[src/rtl/core/lobm_pkg.sv]
// ----------------------------------------------------------------------------
// lobm_pkg
// shared types, codes and defaults for the order book matcher
// ----------------------------------------------------------------------------
package lobm_pkg;

    localparam int ORDER_SLOTS_DEF = 32;
    localparam int QTY_OUT_W       = 29;

    // command codes
    localparam logic [2:0] CMD_SUBMIT = 3'd0;
    localparam logic [2:0] CMD_CANCEL = 3'd1;
    localparam logic [2:0] CMD_BID    = 3'd2;
    localparam logic [2:0] CMD_ASK    = 3'd3;
    localparam logic [2:0] CMD_DEPTH  = 3'd4;

    // result kinds
    localparam logic [2:0] KIND_TRADE  = 3'd0;
    localparam logic [2:0] KIND_DONE   = 3'd1;
    localparam logic [2:0] KIND_CANCEL = 3'd2;
    localparam logic [2:0] KIND_BID    = 3'd3;
    localparam logic [2:0] KIND_ASK    = 3'd4;
    localparam logic [2:0] KIND_DEPTH  = 3'd5;

    typedef struct packed {
        logic        valid;
        logic        side;
        logic [15:0] price;
        logic [23:0] remaining;
        logic [31:0] id;
        logic [31:0] arrival;
    } t_slot;

    typedef struct packed {
        logic [2:0]  command;
        logic        side;
        logic        market;
        logic [15:0] price;
        logic [23:0] quantity;
        logic [31:0] order_id;
    } t_in;

    typedef struct packed {
        logic [2:0]           kind;
        logic [31:0]          resting_id;
        logic [31:0]          taker_id;
        logic [15:0]          out_price;
        logic [QTY_OUT_W-1:0] out_quantity;
        logic [31:0]          trade_seq;
        logic                 ok;
        logic                 rested;
        logic                 last;
    } t_res;

    // controller to datapath
    typedef struct packed {
        logic load;
        logic scan_start;
        logic do_trade;
        logic do_finish;
    } t_ctl;

    // datapath to controller
    typedef struct packed {
        logic clr_done;
        logic in_cmd_ok;
        logic in_qty_zero;
        logic scan_done;
        logic out_free;
        logic trade_go;
        logic trade_last;
    } t_stat;

endpackage

[src/rtl/core/lobm_if.sv]
// ----------------------------------------------------------------------------
// lobm_in_if / lobm_out_if
// valid/ready channels for command words and result words
// ----------------------------------------------------------------------------
interface lobm_in_if;
    logic        valid;
    logic        ready;
    logic [2:0]  command;
    logic        side;
    logic        market;
    logic [15:0] price;
    logic [23:0] quantity;
    logic [31:0] order_id;

    modport source (output valid, command, side, market, price, quantity, order_id,
                    input ready);
    modport sink (input valid, command, side, market, price, quantity, order_id,
                  output ready);
endinterface

interface lobm_out_if;
    logic        valid;
    logic        ready;
    logic [2:0]  kind;
    logic [31:0] resting_id;
    logic [31:0] taker_id;
    logic [15:0] out_price;
    logic [28:0] out_quantity;
    logic [31:0] trade_seq;
    logic        ok;
    logic        rested;
    logic        last;

    modport source (output valid, kind, resting_id, taker_id, out_price, out_quantity,
                    trade_seq, ok, rested, last, input ready);
    modport sink (input valid, kind, resting_id, taker_id, out_price, out_quantity,
                  trade_seq, ok, rested, last, output ready);
endinterface

[src/rtl/core/lobm_ram.sv]
// ----------------------------------------------------------------------------
// lobm_ram
// simple dual port ram, one write and one registered read per cycle
// ----------------------------------------------------------------------------
module lobm_ram #(
    parameter int WIDTH = 8,
    parameter int DEPTH = 32
) (
    input  logic                     i_clk,
    input  logic                     i_we,
    input  logic [$clog2(DEPTH)-1:0] i_waddr,
    input  logic [WIDTH-1:0]         i_wdata,
    input  logic [$clog2(DEPTH)-1:0] i_raddr,
    output logic [WIDTH-1:0]         o_rdata
);
    logic [WIDTH-1:0] r_mem [DEPTH];

    always_ff @(posedge i_clk) begin
        if (i_we) begin
            r_mem[i_waddr] <= i_wdata;
        end
        o_rdata <= r_mem[i_raddr];
    end
endmodule

[src/rtl/core/lobm_ctrl.sv]
// ----------------------------------------------------------------------------
// lobm_ctrl
// sequencer: clear pass, accept, slot scan, trade or finish
// ----------------------------------------------------------------------------
module lobm_ctrl
    import lobm_pkg::*;
(
    input  logic  i_clk,
    input  logic  i_rst_n,
    input  logic  i_in_valid,
    output logic  o_in_ready,
    input  t_stat i_stat,
    output t_ctl  o_ctl
);
    typedef enum logic [3:0] {
        ST_CLEAR  = 4'b0001,
        ST_IDLE   = 4'b0010,
        ST_SCAN   = 4'b0100,
        ST_DECIDE = 4'b1000
    } t_state;

    t_state r_state, n_state;

    always_comb begin
        n_state = r_state;
        o_ctl   = '0;
        case (r_state)
            ST_CLEAR: begin
                if (i_stat.clr_done) n_state = ST_IDLE;
            end
            ST_IDLE: begin
                if (i_in_valid) begin
                    o_ctl.load = 1'b1;
                    if (!i_stat.in_cmd_ok) begin
                        n_state = ST_IDLE;
                    end else if (i_stat.in_qty_zero) begin
                        n_state = ST_DECIDE;
                    end else begin
                        o_ctl.scan_start = 1'b1;
                        n_state          = ST_SCAN;
                    end
                end
            end
            ST_SCAN: begin
                if (i_stat.scan_done) n_state = ST_DECIDE;
            end
            ST_DECIDE: begin
                if (i_stat.out_free) begin
                    if (i_stat.trade_go) begin
                        o_ctl.do_trade = 1'b1;
                        if (!i_stat.trade_last) begin
                            o_ctl.scan_start = 1'b1;
                            n_state          = ST_SCAN;
                        end
                    end else begin
                        o_ctl.do_finish = 1'b1;
                        n_state         = ST_IDLE;
                    end
                end
            end
            default: n_state = ST_CLEAR;
        endcase
    end

    assign o_in_ready = (r_state == ST_IDLE);

    always_ff @(posedge i_clk) begin
        if (!i_rst_n) r_state <= ST_CLEAR;
        else          r_state <= n_state;
    end
endmodule

[src/rtl/core/lobm_dp.sv]
// ----------------------------------------------------------------------------
// lobm_dp
// slot ram, scan evaluation, trade and finish actions, result register
// ----------------------------------------------------------------------------
module lobm_dp
    import lobm_pkg::*;
#(
    parameter int ORDER_SLOTS = ORDER_SLOTS_DEF
) (
    input  logic  i_clk,
    input  logic  i_rst_n,
    input  t_in   i_in,
    input  t_ctl  i_ctl,
    output t_stat o_stat,
    output t_res  o_res,
    output logic  o_res_valid,
    input  logic  i_res_ready
);
    localparam int IW = $clog2(ORDER_SLOTS);
    localparam logic [IW:0]   CNT_END  = (IW+1)'(ORDER_SLOTS);
    localparam logic [IW-1:0] IDX_LAST = IW'(ORDER_SLOTS - 1);

    // latched command word
    logic [2:0]  r_cmd;
    logic        r_side, r_mkt;
    logic [15:0] r_price;
    logic [31:0] r_id, r_arrival, r_seq;
    logic [23:0] r_rem;

    // scan state
    logic [IW:0]   r_cnt, r_clr_cnt;
    logic          r_rd_vld;
    logic [IW-1:0] r_rd_idx;
    logic          r_b_found, r_f_found, r_c_found;
    logic [IW-1:0] r_b_idx, r_f_idx, r_c_idx;
    logic [15:0]   r_b_price;
    logic [31:0]   r_b_age, r_b_id, r_b_arr;
    logic [23:0]   r_b_rem;
    logic [QTY_OUT_W-1:0] r_sum;

    t_res r_out;
    logic r_out_vld;

    // ram ports
    logic          we;
    logic [IW-1:0] waddr;
    t_slot         wdata, rd;
    logic [$bits(t_slot)-1:0] rdata;

    lobm_ram #(.WIDTH($bits(t_slot)), .DEPTH(ORDER_SLOTS)) u_ram (
        .i_clk   (i_clk),
        .i_we    (we),
        .i_waddr (waddr),
        .i_wdata (wdata),
        .i_raddr (r_cnt[IW-1:0]),
        .o_rdata (rdata)
    );
    assign rd = t_slot'(rdata);

    logic        clearing, issue, scan_side, out_free;
    logic        cand, better, crosses, rest;
    logic [31:0] age;
    logic [23:0] fill;
    logic [QTY_OUT_W:0] sum_ext;
    t_res        res_trade, res_fin;

    assign clearing  = (r_clr_cnt != CNT_END);
    assign issue     = (r_cnt != CNT_END);
    assign scan_side = (r_cmd == CMD_SUBMIT) ? ~r_side : (r_cmd == CMD_ASK);
    assign out_free  = !r_out_vld || i_res_ready;

    // per slot evaluation
    assign cand = rd.valid && (rd.side == scan_side);
    assign age  = r_seq - rd.arrival;
    always_comb begin
        if (!r_b_found)                better = 1'b1;
        else if (rd.price != r_b_price) better = scan_side ? (rd.price < r_b_price)
                                                           : (rd.price > r_b_price);
        else                           better = (age > r_b_age);
    end
    assign sum_ext = {1'b0, r_sum} + (QTY_OUT_W+1)'(rd.remaining);

    assign crosses = r_side ? (r_b_price >= r_price) : (r_b_price <= r_price);
    assign fill    = (r_rem < r_b_rem) ? r_rem : r_b_rem;
    assign rest    = (r_cmd == CMD_SUBMIT) && !r_mkt && (r_rem != '0);

    always_comb begin
        o_stat             = '0;
        o_stat.clr_done    = !clearing;
        o_stat.in_cmd_ok   = (i_in.command <= CMD_DEPTH);
        o_stat.in_qty_zero = (i_in.command == CMD_SUBMIT) && (i_in.quantity == '0);
        o_stat.scan_done   = r_rd_vld && (r_rd_idx == IDX_LAST);
        o_stat.out_free    = out_free;
        o_stat.trade_go    = (r_cmd == CMD_SUBMIT) && (r_rem != '0) && r_b_found
                             && (r_mkt || crosses);
        o_stat.trade_last  = (r_rem <= r_b_rem);
    end

    // result words
    always_comb begin
        res_trade              = '0;
        res_trade.kind         = KIND_TRADE;
        res_trade.resting_id   = r_b_id;
        res_trade.taker_id     = r_id;
        res_trade.out_price    = r_b_price;
        res_trade.out_quantity = QTY_OUT_W'(fill);
        res_trade.trade_seq    = r_seq;
        res_trade.ok           = 1'b1;

        res_fin      = '0;
        res_fin.last = 1'b1;
        case (r_cmd)
            CMD_SUBMIT: begin
                res_fin.kind         = KIND_DONE;
                res_fin.taker_id     = r_id;
                res_fin.out_price    = r_price;
                res_fin.out_quantity = QTY_OUT_W'(r_rem);
                res_fin.trade_seq    = r_arrival;
                res_fin.ok           = !(rest && !r_f_found);
                res_fin.rested       = rest && r_f_found;
            end
            CMD_CANCEL: begin
                res_fin.kind     = KIND_CANCEL;
                res_fin.taker_id = r_id;
                res_fin.ok       = r_c_found;
            end
            CMD_BID, CMD_ASK: begin
                res_fin.kind      = (r_cmd == CMD_BID) ? KIND_BID : KIND_ASK;
                res_fin.out_price = r_b_found ? r_b_price : '0;
                res_fin.ok        = r_b_found;
            end
            default: begin
                res_fin.kind         = KIND_DEPTH;
                res_fin.out_price    = r_price;
                res_fin.out_quantity = r_sum;
                res_fin.ok           = 1'b1;
            end
        endcase
    end

    // ram write port: clear pass, fill update, resting order, cancel
    always_comb begin
        we    = 1'b0;
        waddr = r_clr_cnt[IW-1:0];
        wdata = '0;
        if (clearing) begin
            we = 1'b1;
        end else if (i_ctl.do_trade) begin
            we              = 1'b1;
            waddr           = r_b_idx;
            wdata.valid     = (r_b_rem != fill);
            wdata.side      = ~r_side;
            wdata.price     = r_b_price;
            wdata.remaining = r_b_rem - fill;
            wdata.id        = r_b_id;
            wdata.arrival   = r_b_arr;
        end else if (i_ctl.do_finish) begin
            if (rest && r_f_found) begin
                we              = 1'b1;
                waddr           = r_f_idx;
                wdata.valid     = 1'b1;
                wdata.side      = r_side;
                wdata.price     = r_price;
                wdata.remaining = r_rem;
                wdata.id        = r_id;
                wdata.arrival   = r_arrival;
            end else if (r_cmd == CMD_CANCEL && r_c_found) begin
                we    = 1'b1;
                waddr = r_c_idx;
            end
        end
    end

    // control registers
    always_ff @(posedge i_clk) begin
        if (!i_rst_n) begin
            r_clr_cnt <= '0;
            r_cnt     <= CNT_END;
            r_rd_vld  <= 1'b0;
            r_seq     <= '0;
            r_out_vld <= 1'b0;
        end else begin
            if (clearing) r_clr_cnt <= r_clr_cnt + 1'b1;
            if (i_ctl.scan_start) r_cnt <= '0;
            else if (issue)       r_cnt <= r_cnt + 1'b1;
            r_rd_vld <= issue;
            if (i_ctl.load && i_in.command == CMD_SUBMIT) r_seq <= r_seq + 1'b1;
            else if (i_ctl.do_trade)                       r_seq <= r_seq + 1'b1;
            if (i_ctl.do_trade || i_ctl.do_finish) r_out_vld <= 1'b1;
            else if (i_res_ready)                  r_out_vld <= 1'b0;
        end
    end

    // payload registers
    always_ff @(posedge i_clk) begin
        r_rd_idx <= r_cnt[IW-1:0];
        if (i_ctl.load) begin
            r_cmd     <= i_in.command;
            r_side    <= i_in.side;
            r_mkt     <= i_in.market;
            r_price   <= i_in.price;
            r_id      <= i_in.order_id;
            r_rem     <= i_in.quantity;
            r_arrival <= r_seq;
        end
        if (i_ctl.do_trade) r_rem <= r_rem - fill;
        if (i_ctl.do_trade) r_out <= res_trade;
        else if (i_ctl.do_finish) r_out <= res_fin;

        if (i_ctl.scan_start) begin
            r_b_found <= 1'b0;
            r_f_found <= 1'b0;
            r_c_found <= 1'b0;
            r_sum     <= '0;
        end else if (r_rd_vld) begin
            if (cand && better) begin
                r_b_found <= 1'b1;
                r_b_idx   <= r_rd_idx;
                r_b_price <= rd.price;
                r_b_age   <= age;
                r_b_rem   <= rd.remaining;
                r_b_id    <= rd.id;
                r_b_arr   <= rd.arrival;
            end
            if (!rd.valid && !r_f_found) begin
                r_f_found <= 1'b1;
                r_f_idx   <= r_rd_idx;
            end
            if (rd.valid && rd.id == r_id && !r_c_found) begin
                r_c_found <= 1'b1;
                r_c_idx   <= r_rd_idx;
            end
            if (rd.valid && rd.side == r_side && rd.price == r_price) begin
                r_sum <= sum_ext[QTY_OUT_W] ? '1 : sum_ext[QTY_OUT_W-1:0];
            end
        end
    end

    assign o_res       = r_out;
    assign o_res_valid = r_out_vld;
endmodule

[src/rtl/core/limit_order_book_matcher_unit.sv]
// ----------------------------------------------------------------------------
// limit_order_book_matcher_unit
// price-time priority order book with trade, cancel and query commands
// ----------------------------------------------------------------------------
//  channel    dir  handshake     word
//  i_cmd_ch   in   valid/ready   command, side, market, price, quantity, order_id
//  o_res_ch   out  valid/ready   kind, ids, price, quantity, seq, ok, rested, last
//
//  a scan reads each slot once through the single ram read port and evaluates it
//  on the registered read data; a submit scans again after each trade that leaves
//  quantity open, a zero quantity submit skips the scan, other commands scan once
//  after reset a clearing pass zeroes every slot of the ram, no word taken
//  a stalled result holds the sequencer before its next trade or finish
//  i_rst_n is synchronous, active low
// ----------------------------------------------------------------------------
module limit_order_book_matcher_unit
    import lobm_pkg::*;
#(
    parameter int ORDER_SLOTS = ORDER_SLOTS_DEF
) (
    input  logic       i_clk,
    input  logic       i_rst_n,
    lobm_in_if.sink    i_cmd_ch,
    lobm_out_if.source o_res_ch
);
    t_in   in_word;
    t_res  res_word;
    t_ctl  ctl;
    t_stat stat;
    logic  res_valid;

    // pack the command word
    assign in_word.command  = i_cmd_ch.command;
    assign in_word.side     = i_cmd_ch.side;
    assign in_word.market   = i_cmd_ch.market;
    assign in_word.price    = i_cmd_ch.price;
    assign in_word.quantity = i_cmd_ch.quantity;
    assign in_word.order_id = i_cmd_ch.order_id;

    // sequencer
    lobm_ctrl u_ctrl (
        .i_clk      (i_clk),
        .i_rst_n    (i_rst_n),
        .i_in_valid (i_cmd_ch.valid),
        .o_in_ready (i_cmd_ch.ready),
        .i_stat     (stat),
        .o_ctl      (ctl)
    );

    // slot storage and matching datapath
    lobm_dp #(.ORDER_SLOTS(ORDER_SLOTS)) u_dp (
        .i_clk       (i_clk),
        .i_rst_n     (i_rst_n),
        .i_in        (in_word),
        .i_ctl       (ctl),
        .o_stat      (stat),
        .o_res       (res_word),
        .o_res_valid (res_valid),
        .i_res_ready (o_res_ch.ready)
    );

    // result word out
    assign o_res_ch.valid        = res_valid;
    assign o_res_ch.kind         = res_word.kind;
    assign o_res_ch.resting_id   = res_word.resting_id;
    assign o_res_ch.taker_id     = res_word.taker_id;
    assign o_res_ch.out_price    = res_word.out_price;
    assign o_res_ch.out_quantity = res_word.out_quantity;
    assign o_res_ch.trade_seq    = res_word.trade_seq;
    assign o_res_ch.ok           = res_word.ok;
    assign o_res_ch.rested       = res_word.rested;
    assign o_res_ch.last         = res_word.last;

    // only the final word of a command may still wait when a new one is taken
    a_ready_after_last: assert property (@(posedge i_clk) disable iff (!i_rst_n)
        i_cmd_ch.ready |-> !(o_res_ch.valid && !o_res_ch.last))
        else $error("command taken while results pending");

    // trades carry a nonzero fill and never close a command
    a_trade_shape: assert property (@(posedge i_clk) disable iff (!i_rst_n)
        (o_res_ch.valid && o_res_ch.kind == KIND_TRADE) |->
        (o_res_ch.out_quantity != '0 && !o_res_ch.last))
        else $error("bad trade word");

    // one trade or finish issued at a time, only with a free result register
    a_one_action: assert property (@(posedge i_clk) disable iff (!i_rst_n)
        (ctl.do_trade || ctl.do_finish) |->
        (!(ctl.do_trade && ctl.do_finish) && stat.out_free))
        else $error("action without free result register");
endmodule
[src/flat_wrapper.sv]
// flat-port wrapper written by rule: the top's interface ports become plain ports
module limit_order_book_matcher_unit_flat import lobm_pkg::*;
#(
    parameter int ORDER_SLOTS = ORDER_SLOTS_DEF
)
  (i_clk, i_rst_n, i_cmd_ch_valid, i_cmd_ch_command, i_cmd_ch_side, i_cmd_ch_market, i_cmd_ch_price, i_cmd_ch_quantity, i_cmd_ch_order_id, i_cmd_ch_ready, o_res_ch_valid, o_res_ch_kind, o_res_ch_resting_id, o_res_ch_taker_id, o_res_ch_out_price, o_res_ch_out_quantity, o_res_ch_trade_seq, o_res_ch_ok, o_res_ch_rested, o_res_ch_last, o_res_ch_ready);
  lobm_in_if i_cmd_ch_i ();
  lobm_out_if o_res_ch_i ();
  input  logic i_clk;
  input  logic i_rst_n;
  input wire logic [$bits(i_cmd_ch_i.valid)-1:0] i_cmd_ch_valid;
  input wire logic [$bits(i_cmd_ch_i.command)-1:0] i_cmd_ch_command;
  input wire logic [$bits(i_cmd_ch_i.side)-1:0] i_cmd_ch_side;
  input wire logic [$bits(i_cmd_ch_i.market)-1:0] i_cmd_ch_market;
  input wire logic [$bits(i_cmd_ch_i.price)-1:0] i_cmd_ch_price;
  input wire logic [$bits(i_cmd_ch_i.quantity)-1:0] i_cmd_ch_quantity;
  input wire logic [$bits(i_cmd_ch_i.order_id)-1:0] i_cmd_ch_order_id;
  output wire logic [$bits(i_cmd_ch_i.ready)-1:0] i_cmd_ch_ready;
  output wire logic [$bits(o_res_ch_i.valid)-1:0] o_res_ch_valid;
  output wire logic [$bits(o_res_ch_i.kind)-1:0] o_res_ch_kind;
  output wire logic [$bits(o_res_ch_i.resting_id)-1:0] o_res_ch_resting_id;
  output wire logic [$bits(o_res_ch_i.taker_id)-1:0] o_res_ch_taker_id;
  output wire logic [$bits(o_res_ch_i.out_price)-1:0] o_res_ch_out_price;
  output wire logic [$bits(o_res_ch_i.out_quantity)-1:0] o_res_ch_out_quantity;
  output wire logic [$bits(o_res_ch_i.trade_seq)-1:0] o_res_ch_trade_seq;
  output wire logic [$bits(o_res_ch_i.ok)-1:0] o_res_ch_ok;
  output wire logic [$bits(o_res_ch_i.rested)-1:0] o_res_ch_rested;
  output wire logic [$bits(o_res_ch_i.last)-1:0] o_res_ch_last;
  input wire logic [$bits(o_res_ch_i.ready)-1:0] o_res_ch_ready;
  assign i_cmd_ch_i.valid = i_cmd_ch_valid;
  assign i_cmd_ch_i.command = i_cmd_ch_command;
  assign i_cmd_ch_i.side = i_cmd_ch_side;
  assign i_cmd_ch_i.market = i_cmd_ch_market;
  assign i_cmd_ch_i.price = i_cmd_ch_price;
  assign i_cmd_ch_i.quantity = i_cmd_ch_quantity;
  assign i_cmd_ch_i.order_id = i_cmd_ch_order_id;
  assign i_cmd_ch_ready = i_cmd_ch_i.ready;
  assign o_res_ch_valid = o_res_ch_i.valid;
  assign o_res_ch_kind = o_res_ch_i.kind;
  assign o_res_ch_resting_id = o_res_ch_i.resting_id;
  assign o_res_ch_taker_id = o_res_ch_i.taker_id;
  assign o_res_ch_out_price = o_res_ch_i.out_price;
  assign o_res_ch_out_quantity = o_res_ch_i.out_quantity;
  assign o_res_ch_trade_seq = o_res_ch_i.trade_seq;
  assign o_res_ch_ok = o_res_ch_i.ok;
  assign o_res_ch_rested = o_res_ch_i.rested;
  assign o_res_ch_last = o_res_ch_i.last;
  assign o_res_ch_i.ready = o_res_ch_ready;
  limit_order_book_matcher_unit #(.ORDER_SLOTS(ORDER_SLOTS)) u_core (.i_clk(i_clk), .i_rst_n(i_rst_n), .i_cmd_ch(i_cmd_ch_i), .o_res_ch(o_res_ch_i));
endmodule
[config.mk]
export PLATFORM = sky130hd
export DESIGN_NAME = limit_order_book_matcher_unit_flat
export DESIGN_NICKNAME = d
export VERILOG_FILES = /design/src/rtl/core/lobm_pkg.sv /design/src/rtl/core/lobm_if.sv /design/src/rtl/core/lobm_ram.sv /design/src/rtl/core/lobm_ctrl.sv /design/src/rtl/core/lobm_dp.sv /design/src/rtl/core/limit_order_book_matcher_unit.sv /design/src/flat_wrapper.sv
export SDC_FILE = /design/constraint.sdc
export NUM_CORES = 2
export LEC_CHECK = 0
export BUFFER_PORTS_ARGS = -buffer_cell sky130_fd_sc_hd__buf_2
export CORE_MARGIN = 8
export CORE_UTILIZATION = 55
export DETAILED_ROUTE_END_ITERATION = 8
export GPL_ROUTABILITY_DRIVEN = 0
export PLACE_DENSITY_LB_ADDON = 0.08
export SLEW_MARGIN = 20
export SYNTH_ARGS = -nofsm -noshare
export SYNTH_HDL_FRONTEND = slang
export SYNTH_SLANG_ARGS = --single-unit
export TNS_END_PERCENT = 5
[constraint.sdc]
create_clock -name i_clk -period 18.9 [get_ports i_clk]
set_input_delay 5.67 -clock i_clk [delete_from_list [all_inputs] [get_ports i_clk]]
set_output_delay 5.67 -clock i_clk [all_outputs]
set_load 0.05 [all_outputs]
==> impl_metrics.env <==
export IMPL_outcome="finished clean"
export IMPL_worstSetupStartpointType="input pin"
export IMPL_dp_cells=11400
export IMPL_place_ws_ns=7.42
export IMPL_grt_pass1_wl_mm=585
export IMPL_wl_met3_mm=33.6
export IMPL_synth_top_cell_area_share_pct=72.2
export IMPL_critPathSlowestCell="nor2_4"
export IMPL_rows=196
export IMPL_finalPower_mw=20.1
export IMPL_routed_wl_mm=413
export IMPL_drc=0
export IMPL_antenna_found_initial=30
export IMPL_grt_ovfl_total=0
export IMPL_cts_buffers=403
export IMPL_yosys_warnings=0
export IMPL_fin_ws_ns=8.68
export IMPL_boundaryPins=230
export IMPL_cts_root_buf="clkbuf_16"
export IMPL_dr_wl_met2_mm=196
export IMPL_core_um2=285000
export IMPL_track_usage_pct=26.9
export IMPL_insertion_delay_ns=0.98
export IMPL_dp_hpwl_mm=222
export IMPL_endpoint_kind="flip-flop"
export IMPL_finalClockSkew_ns=0.0819
export IMPL_cp_top_family="buffers and inverters"
export IMPL_critPathMaxStageDelay_ns=0.86
export IMPL_finalSetupViolCount=0
export IMPL_grt_pass1_vias=79300
export IMPL_syn_num_nets=7851
export IMPL_syn2layout_area_growth_pct=12.9
export IMPL_nNetsFinal=8347
export IMPL_cts_resized=0
export IMPL_synthArstFlopShare_pct=0
export IMPL_fin_util_pct=62.4
export IMPL_required_ns=19.44
export IMPL_ir_drop_uv=111
export IMPL_fill_cells=19600
export IMPL_synthTopCellsByArea="edfxtp_1, mux4_2, dfxtp_1"
export IMPL_dr_max_layer_used="met5"
export IMPL_max_slew_margin_pct=23.9
export IMPL_grt_max_degree=148
export IMPL_synth_seq_area_share_pct=74.8
export IMPL_hold_viol=0
export IMPL_synth_edf_count=3788
export IMPL_ctsHoldBuffers=0
export IMPL_cts_sinks=3992
export IMPL_crit_fanout=47
export IMPL_netlist_area_um2=158000
export IMPL_fin_crit_ns=10.22
export IMPL_die_x_um=551
export IMPL_vias=79700
export IMPL_cp_buffers_inverters=5
export IMPL_fin_crit_sh_pct=54.1
export IMPL_slew_violations=0
export IMPL_cts_tree="done"
export IMPL_worst_slew_pin_slew_ns=1.14
export IMPL_fmax_ghz=0.0978
export IMPL_crit_path_cell_trace="buf_2 > nor2b_1 > or3_2 > buf_4 > inv_8 > nand2_1 > o21bai_1 > nand3_1 > nor2_4 > buf_4 > buf_6"
export IMPL_drt_pre_antenna_iters=5
export IMPL_start_util_pct=55.3
export IMPL_synth_cells=7572
export IMPL_hold_path_class="flip-flop to flip-flop"
export IMPL_ys_flop_type="edfxtp_1"
export IMPL_io_buffers=229
export IMPL_crit_top_cell="buf_4"
export IMPL_synth_cell_type_count=82
export IMPL_yosysMostFrequentCell="edfxtp_1"
export IMPL_synth_common_cells="edfxtp_1, mux4_2, nor2_1"
export IMPL_p_per_area_nw_per_um2=113
export IMPL_path_class="input pin to flip-flop"
export IMPL_drive_above_1_share_pct=27.5
export IMPL_arrival_ns=10.76
export IMPL_final_cell_count_no_fill=12200
export IMPL_leakagePower_nw=54.5
export IMPL_tns_ns=0
export IMPL_ys_ff_latch=3992
export IMPL_post_drt_wl_per_cell_um=33.9
export IMPL_h_tree_depth=5
export IMPL_die_y_um=551
export IMPL_dieArea_um2=304000
export IMPL_cap_viol_max_count=0
export IMPL_avgViaCountPerCell=6.54
export IMPL_detail_route_antenna_nets=0
export IMPL_cts_buffer_depth=4
export IMPL_rsz0062_at_grt="no"
export IMPL_post_cts_setup_buffers=0
export IMPL_synth_top_area_cell="edfxtp_1"
export IMPL_syn_avg_cell_area_um2=20.8
export IMPL_clkTransAtPathRegs_ns=0.06
export IMPL_drtIter0Drc=9979
export IMPL_wl_met1_mm=171
==> area by class of cell <==
type | count | area, um^2 | area share (%)
diodes | 11 | 27.5 | 0.0155
clock buffers | 556 | 11200 | 6.28
clock inverters | 196 | 1930 | 1.08
inverters | 185 | 707 | 0.397
multi-input cells | 3043 | 38300 | 21.5
flip-flops and latches | 3992 | 118000 | 66.3
well taps | 3762 | 4710 | 2.65
repair buffers | 443 | 3180 | 1.79
==> cells by family after synthesis <==
logic type | after synthesis | share of synthesized area, %
simple gates | 810 | 2.46
compound gates | 699 | 2.97
mux | 1181 | 16.0
buf+inv | 537 | 1.30
xor+xnor | 155 | 0.862
flops | 3992 | 74.8
fa+ha+maj | 198 | 1.59
==> power by group <==
part           total [mW]  leakage, nW  internal (mW)  switching (mW)
registers            9.96         35.2           9.78           0.183
logic                2.23         12.9           1.04            1.19
clock network        7.88         6.39           4.52            3.36
total                20.1         54.5           15.3            4.74
==> layout by cell type, fill, tap and decap left out, drive strengths merged, types with 59 or more instances in the layout <==
cell type  count
xor2          59
xnor2         96
mux2         110
clkinv       150
edfxtp      3788
a21oi        198
o21ai        110
nor2         296
and2          61
buf          443
dfxtp        204
a21o          59
clkbuf       556
mux4        1060
ha           194
inv          195
nand2        184
==> worst min-delay path, stage by stage (launching register included) <==
cell     delay, ns
dfxtp_1       0.31
nand2_1       0.05
nand2_1       0.04
==> per-stage QoR <==
stage	area [um^2]	hold slack [ns]
3_3_place_gp	164000	0.418
5_1_grt	178000	0.458
4_1_cts	178000	0.437
2_1_floorplan	158000	0.329
3_5_place_dp	165000	0.421
6_report	178000	0.433
==> sequential cells by signal, indices dropped and copies added (netlist names), 3 cells and up <==
signal                     flops
u_core.u_dp.r_clr_cnt          6
u_core.u_dp.r_id              32
u_core.u_ctrl.r_state          4
u_core.u_dp.r_b_rem           24
u_core.u_dp.r_rem             24
u_core.u_dp.r_cmd              3
u_core.u_dp.r_rd_idx           5
u_core.u_dp.r_arrival         32
u_core.u_dp.r_c_idx            5
u_core.u_dp.r_sum             29
u_core.u_dp.r_b_id            32
u_core.u_dp.r_b_price         16
u_core.u_dp.r_b_idx            5
u_core.u_dp.r_price           16
u_core.u_dp.u_ram.o_rdata    106
u_core.u_dp.r_f_idx            5
u_core.u_dp.r_b_arr           32
u_core.u_dp.r_cnt              6
u_core.u_dp.u_ram.r_mem     3392
u_core.u_dp.o_res            147
u_core.u_dp.r_b_age           32
u_core.u_dp.r_seq             32
==> path summary, 6_finish.rpt <==
kind / to / startpoint / depth (start not counted) / slack, ns
max reg2reg: u_core.u_dp.r_b_id[11] / u_core.u_dp.u_ram.o_rdata[2] / 22 / 11.27
max: u_core.u_dp.u_ram.r_mem[30][57] / o_res_ch_ready / 11 / 8.68
min reg2reg: u_core.u_dp.o_res[62] / u_core.u_dp.o_res[62] / 2 / 0.43
min: u_core.u_dp.o_res[62] / u_core.u_dp.o_res[62] / 2 / 0.43
==> layer usage <==
metal | vias to the layer above | global-route usage (%)
met1 | 43100 | 39.5
li1 | 32400 | -
met5 | - | 0
met2 | 3612 | 42.5
met4 | 8 | 7.54
met3 | 604 | 4.39
(Power assumes the default switching activity.)
